## src/rtl/core/plbuf_pkg.sv

```systemverilog
// Shared types, codes and helpers for the LED strip pixel buffer.
// Used by every file in rtl/core; depends on nothing else.
package plbuf_pkg;

  // Default sizes of the buffer.
  localparam int LED_MAX_DEF     = 256;
  localparam int STRIP_COUNT_DEF = 16;

  // The store is split into four byte banks by address bits 1..0.
  localparam int BANKS  = 4;
  // One bank word holds the raw byte (15..8) and the scaled byte (7..0).
  localparam int WORD_W = 16;

  // Operation codes of an input item.
  localparam logic [1:0] KIND_SET  = 2'd0;
  localparam logic [1:0] KIND_FILL = 2'd1;
  localparam logic [1:0] KIND_READ = 2'd2;

  // Configuration register indexes.
  localparam logic [1:0] CFG_COLOR_ORDER = 2'd0;
  localparam logic [1:0] CFG_BRIGHTNESS  = 2'd1;
  localparam logic [1:0] CFG_LED_COUNT   = 2'd2;

  // Configuration reset values.
  localparam logic [7:0] COLOR_ORDER_RST = 8'd82;
  localparam logic [7:0] BRIGHTNESS_RST  = 8'd0;
  localparam logic [8:0] LED_COUNT_RST   = 9'd0;

  // Color channels, in the order their bytes are written.
  localparam logic [1:0] CH_W = 2'd0;
  localparam logic [1:0] CH_R = 2'd1;
  localparam logic [1:0] CH_G = 2'd2;
  localparam logic [1:0] CH_B = 2'd3;

  typedef struct packed {
    logic [1:0]         kind;
    logic [3:0]         strip;
    logic signed [15:0] start_index;
    logic signed [15:0] end_index;
    logic [31:0]        color;
    logic [9:0]         byte_address;
  } item_t;

  typedef struct packed {
    logic [8:0] pixels_written;
    logic       show_request;
    logic [7:0] raw_byte;
    logic [7:0] scaled_byte;
  } result_t;

  // Write request for one bank while a pixel is written.
  typedef struct packed {
    logic       we;
    logic [1:0] chan;
    logic [8:0] row_ofs;
  } bank_wr_t;

  typedef enum logic [2:0] {
    ST_CLEAR,
    ST_IDLE,
    ST_SETUP,
    ST_WRITE,
    ST_READ
  } state_t;

  // Picks the byte of one channel out of a packed WRGB word.
  function automatic logic [7:0] chan_byte(logic [31:0] c, logic [1:0] ch);
    logic [7:0] v;
    case (ch)
      CH_W:    v = c[31:24];
      CH_R:    v = c[23:16];
      CH_G:    v = c[15:8];
      default: v = c[7:0];
    endcase
    return v;
  endfunction

  // Brightness scaling; a brightness of zero leaves the value as it is.
  function automatic logic [7:0] scale_byte(logic [7:0] v, logic [7:0] br);
    logic [15:0] p;
    p = v * br;
    return (br == 8'd0) ? v : p[15:8];
  endfunction

endpackage

```

## src/rtl/core/plbuf_map.sv

```systemverilog
// Maps one pixel index and the color order onto per-bank byte writes.
// Depends on plbuf_pkg for channel codes and the bank write struct.
module plbuf_map (
  input  logic [7:0]                                  color_order,
  input  logic [8:0]                                  idx,
  output plbuf_pkg::bank_wr_t [plbuf_pkg::BANKS-1:0]  wr
);

  logic [1:0]  offs [4];
  logic        stride4;
  logic [10:0] pix;
  logic [10:0] pa [4];

  always_comb begin
    // Byte offsets of W, R, G and B inside a pixel.
    offs[plbuf_pkg::CH_W] = color_order[7:6];
    offs[plbuf_pkg::CH_R] = color_order[5:4];
    offs[plbuf_pkg::CH_G] = color_order[3:2];
    offs[plbuf_pkg::CH_B] = color_order[1:0];

    // Equal white and red offsets mean three bytes per pixel without white.
    stride4 = (offs[plbuf_pkg::CH_W] != offs[plbuf_pkg::CH_R]);
    pix     = stride4 ? {idx, 2'b00} : ({1'b0, idx, 1'b0} + {2'b00, idx});

    for (int ch = 0; ch < 4; ch++) begin
      pa[ch] = pix + {9'd0, offs[ch]};
    end

    // The byte addresses lie within four consecutive bytes, so each lands in
    // its own bank unless two offsets are equal; then the later channel wins.
    for (int b = 0; b < plbuf_pkg::BANKS; b++) begin
      wr[b] = '0;
      for (int ch = 0; ch < 4; ch++) begin
        if ((2'(ch) != plbuf_pkg::CH_W || stride4) && pa[ch][1:0] == 2'(b)) begin
          wr[b].we      = 1'b1;
          wr[b].chan    = 2'(ch);
          wr[b].row_ofs = pa[ch][10:2];
        end
      end
    end
  end

endmodule

```

## config.mk

```make
export PLATFORM = sky130hd
export DESIGN_NAME = plbuf_map
export DESIGN_NICKNAME = d
export VERILOG_FILES = /design/src/rtl/core/plbuf_pkg.sv /design/src/rtl/core/plbuf_map.sv
export SDC_FILE = /design/constraint.sdc
export NUM_CORES = 1
export LEC_CHECK = 0
export BUFFER_PORTS_ARGS = -buffer_cell sky130_fd_sc_hd__buf_2
export CAP_MARGIN = 20
export CORE_AREA = 2 2 94 96
export DETAILED_ROUTE_END_ITERATION = 8
export DIE_AREA = 0 0 96 98
export SETUP_SLACK_MARGIN = 0.15
export SLEW_MARGIN = 20
export SYNTH_ARGS = -nofsm -noshare
export SYNTH_HDL_FRONTEND = slang
export SYNTH_SLANG_ARGS = --single-unit
```

## constraint.sdc

```tcl
create_clock -name vclk -period 8.95
set_input_delay 0.895 -clock vclk [all_inputs]
set_output_delay 0.895 -clock vclk [all_outputs]
set_load 0.005 [all_outputs]
```

==> results.toml, run 1 <==
[critical_path]
crit_path_start = "color_order[5]"
endpoint_kind = "output pin"
cp.required_ps = 8060
worstPathCellList = "buf_2 > xnor2_1 > and2_1 > nand4_2 > o32ai_4 > nand2_1 > nor2_1 > xor2_1 > o22ai_1 > a21oi_1 > buf_2"
slowest_stage = "o32ai_4"
path_common_cell = "buf_2"
critical_path_class = "input port to output pin"
slowest_delay_ps = 720
worstSetupStartpointType = "input port"
cp.arrival_ps = 4380
worst-path-max-fanout = 18

[pwr]
power_density_nw_per_um2 = 122
leakage_nw = 1.41
vdd_ir_drop_max_mv = 0.0480

[detailed_routing]
drt-pass1-iter-count = 5
dr.first_iter.drc_count = 501
route.final.wire_length_um = 12800
ant_nets = 0
drc_errors = 0
routedWlPerCell_um = 20.2
vias = 4154
vias_per_cell = 6.57

[synth]
syn-num-nets = 532
ys_warn_count = 0
ys_seq_area_share_pct = 0
yosysUniqueCellTypes = 72
synth_area_per_cell_um2 = 6.59
synth_area_um2 = 3240
netlist_instances = 492

[floorplanning]
io_pins = 65
core-area_um2 = 8470
rows = 34
dieArea_um2 = 9410
start_util_pct = 38.3
die_x_um = 96
die_y_um = 98

[cells_and_area]
nClkBuffers = 0
areaGrowthSynthToFinish_pct = 9.15
n_fill_cell = 942
nets = 566
seq_cell_count = 0
regArea_um2 = 0
n_antenna_cell = 0
drive_gt1_share_pct = 18.1

[sta]
tns_ps = 0
grt_setup_unrepaired = "false"
hold_viol_final = 0
min_period_ps = 5280
hold_ws_ps = 2410
final-max-slew-violation-count = 0
setup_viol = 0
worst_slew_pin_slew_ps = 858
maxSlewHeadroom_pct = 42.7
max_freq_mhz = 190
fin_crit_sh_pct = 58.9

[clock_tree]
post-cts-setup-buffers = 0
cts_hold_buf = 0
cts_resized = 0

[global_route]
grt_usage_pct = 26.6
grt_max_degree = 21
antenna_found_initial = 0
grt_pass1_wl_um = 20200
grt_overflow_total = 0
grt_pass1_vias = 3826

[placement]
place_congestion = 1.00
dp_hpwl_um = 9630
port_buffers = 65

[worst_hold_path]
min-delay-start = "idx[0]"
min_delay_path_depth = 5
min_to = "wr[24]"
hold_class = "input port to output pin"

[status]
outcome = "finished clean"

[job]
maxCapViolations = 0
==> kinds of logic (layout without fill, tap and decap cells) <==
family | Yosys count | after routing | synth area share [%]
simple gates | 196 | 196 | 30.9
compound gates | 193 | 193 | 42.9
buf+inv | 46 | 78 | 6.79
xor+xnor | 30 | 30 | 8.10
fa+ha+maj | 23 | 23 | 10.0
mux | 4 | 4 | 1.24
==> Yosys cell counts, types with 5 or more instances <==
cell	n	area (µm²)
buf_2	8	40.0
fa_1	5	100
and2_1	6	37.5
and3_1	6	37.5
nor2b_1	7	43.8
xnor2_1	23	201
o21ai_0	33	165
o22ai_1	27	169
nand2_1	60	225
nor3_1	6	30.0
a221oi_1	9	78.8
o21ai_1	8	40.0
a22oi_1	15	113
a21o_1	5	37.5
a21oi_1	35	175
nand3_1	17	85.1
buf_6	5	56.3
ha_1	18	225
nor2_1	56	210
inv_1	11	41.3
xor2_1	7	61.3
o221ai_1	18	158
nand2b_1	8	50.1
a221o_1	5	50.1
or3_1	7	43.8
clkbuf_1	21	78.8
==> cells in the final DEF, fill, tap and decap left out, types with 3 or more instances in the layout <==
cell      Yosys  layout
o221ai_1     18      18
a22oi_1      15      15
nor2b_1       7       7
or3_1         7       7
a21o_1        5       5
o211ai_1      4       4
o21ai_1       8       8
nand2b_1      8       8
xnor2_1      23      23
nand2_1      60      60
a21oi_1      35      35
a221o_1       5       5
fa_1          5       5
nand4_1       3       3
o22ai_1      27      27
xor2_1        7       7
mux2i_1       4       4
and2_1        6       6
inv_1        11      11
nor3_1        6       6
o21ai_0      33      33
and3_1        6       6
a221oi_1      9       9
buf_2         8      65
nand3_1      17      17
ha_1         18      18
nor2_1       56      56
==> worst max-delay path: cells and delay by family <==
| kind | cells | cell delay [ps] |
|---|---|---|
| AOI/OAI and AO/OA | 3 | 970 |
| and+or+nand+nor | 4 | 1550 |
| xor gates and xnor gates | 2 | 690 |
| buffers and inverters | 2 | 250 |
==> worst max-delay path by stage <==
| stage | to | slack [ps] | cells after the start |
|---|---|---|---|
| after floorplan | wr[2] | 4630 | 11 |
| after global placement | wr[42] | 3820 | 11 |
| after detailed placement | wr[42] | 3740 | 11 |
| after CTS | wr[42] | 3730 | 11 |
| after global routing | wr[18] | 3350 | 11 |
| final | wr[42] | 3670 | 11 |
==> power by group <==
group	leakage, nW	internal [mW]	switching [mW]
clock network	0	0	0
logic	1.41	0.160	0.273
registers	0	0	0
==> through the flow <==
step / instances / setup slack, ps / cell area [µm²] / power [mW] / util, %
after CTS: 632 / 3730 / 3540 / 0.423 / 41.8
final: 632 / 3670 / 3540 / 0.433 / 41.8
after global routing: 632 / 3350 / 3540 / 0.472 / 41.8
after global placement: 632 / 3820 / 3540 / 0.419 / 41.8
after floorplan: 492 / 4630 / 3240 / 0.283 / -
after detailed placement: 632 / 3740 / 3540 / 0.421 / 41.8
==> per-layer routing <==
metal | GRT usage [%] | part of all wire (%)
met4 | 5.49 | 2.1
met2 | 40.0 | 43
met5 | 0 | 0
met3 | 5.17 | 12
met1 | 39.0 | 42
==> final cells by class <==
type                       count  area [µm²]  area share, %
tap                          108         135           3.82
timing repair buffer          67         340           9.62
multi-input combinational    446        3020           85.4
inverter                      11        41.3           1.17
No activity file was read; power rests on OpenSTA's default activity.
==> inputs of run 2 (changes only) <==
==> constraint.sdc (replaced) <==
create_clock -name vclk -period 4.9
set_input_delay 0.49 -clock vclk [all_inputs]
set_output_delay 0.49 -clock vclk [all_outputs]
set_load 0.005 [all_outputs]
==> results.toml, run 2 (synthesis results as in run 1) <==
[status]
outcome = "finished clean"

[pwr]
leakage_nw = 1.47
power_density_nw_per_um2 = 223
vdd_ir_drop_max_mv = 0.0854

[cells_and_area]
nets = 577
final_cell_mix = "65 x buf_2, 60 x nand2_1, 56 x nor2_1, 35 x a21oi_1, 33 x o21ai_0"
final_common_cell = "buf_2"
n_antenna_cell = 0
seq_cell_count = 0
regArea_um2 = 0
drive_gt1_share_pct = 19.8
fin_area_um2 = 3620
nClkBuffers = 0
areaGrowthSynthToFinish_pct = 11.7

[sta]
final-max-slew-violation-count = 0
max_freq_mhz = 225
tns_ps = 0
hold_viol_final = 0
fin_ws_ps = 465
maxSlewHeadroom_pct = 25.9
setup_viol = 0
worst_slew_pin_slew_ps = 1100
grt_setup_unrepaired = "false"
fin_crit_sh_pct = 90.5
min_period_ps = 4430

[floorplanning]
dieArea_um2 = 9410
die_y_um = 98
start_util_pct = 38.3
io_pins = 65
rows = 34
core-area_um2 = 8470
die_x_um = 96

[critical_path]
worstSetupStartpointType = "input port"
critical_path_class = "input port to output pin"
worstPathCellList = "buf_2 > xnor2_1 > and3_1 > fa_1 > nor2b_1 > or3_1 > o22ai_1 > o21ai_0 > o21ai_0 > a21oi_1 > o21ai_0 > buf_2"
cp.arrival_ps = 3940
cp.required_ps = 4410
cp.buffers_inverters = 2
crit_family = "simple AND/OR/NAND/NOR gates"
endpoint_kind = "output pin"
path_common_cell = "o21ai_0"
slowest_delay_ps = 610
slowest_stage = "nor2b_1"
worst-path-max-fanout = 8

[global_route]
grt_overflow_total = 0
antenna_found_initial = 0
top_usage_layer = "met1"
met1_usage_pct = 40.0
met3_usage_pct = 4.71
grt_usage_pct = 26.8
met2_usage_pct = 39.7
grt_pass1_vias = 3788
grt_max_degree = 21
grt_pass1_wl_um = 20400

[clock_tree]
post-cts-setup-buffers = 0
cts_hold_buf = 0
cts_resized = 0

[detailed_routing]
routedWlPerCell_um = 20.1
drt-pass1-iter-count = 5
drc_errors = 0
dr.first_iter.drc_count = 414
vias_per_cell = 6.53
ant_nets = 0
vias = 4197
route.final.wire_length_um = 13000

[placement]
place_congestion = 1.01
dp_hpwl_um = 9880
placement.cell_area_um2 = 3620
post-place-ws_ps = 548
port_buffers = 65

[worst_hold_path]
hold_class = "input port to output pin"

[job]
maxCapViolations = 0
==> run 2: cell types whose count changed in the layout (fill, tap and decap cells not counted) <==
cell   change
buf_4     +11
==> run 2: final timing paths <==
path                  cells past startpoint  endpoint  slack, ps           start
worst max-delay path                     12    wr[14]        470  color_order[5]
worst min-delay path                      5    wr[24]       1580          idx[0]
==> run 2: per-stage QoR <==
| stage | utilization [%] | total power [mW] | hold WS (ps) | instances |
|---|---|---|---|---|
| 2_1_floorplan | - | 0.517 | 1220 | 492 |
| 3_3_place_gp | 42.8 | 0.784 | 1590 | 643 |
| 3_5_place_dp | 42.8 | 0.783 | 1590 | 643 |
| 4_1_cts | 42.8 | 0.788 | 1590 | 643 |
| 5_1_grt | 42.8 | 0.878 | 1640 | 643 |
| 6_report | 42.8 | 0.807 | 1580 | 643 |
==> run 2: power breakdown <==
group          leakage (nW)  total (mW)  internal, mW  switching, mW
clock network             0           0             0              0
logic                  1.47       0.807         0.304          0.503
registers                 0           0             0              0
==> run 2: metal layers <==
layer	up-vias	share of wire [%]
li1	1971	-
met1	1920	45
met2	279	42
met3	27	10
met4	0	2.3
met5	-	0
==> run 2: cell type report <==
cell class | instances | area (µm²)
fill | 922 | 4840
inverter | 11 | 41.3
multi-input combinational | 446 | 3020
tap | 108 | 135
timing repair buffer | 78 | 423
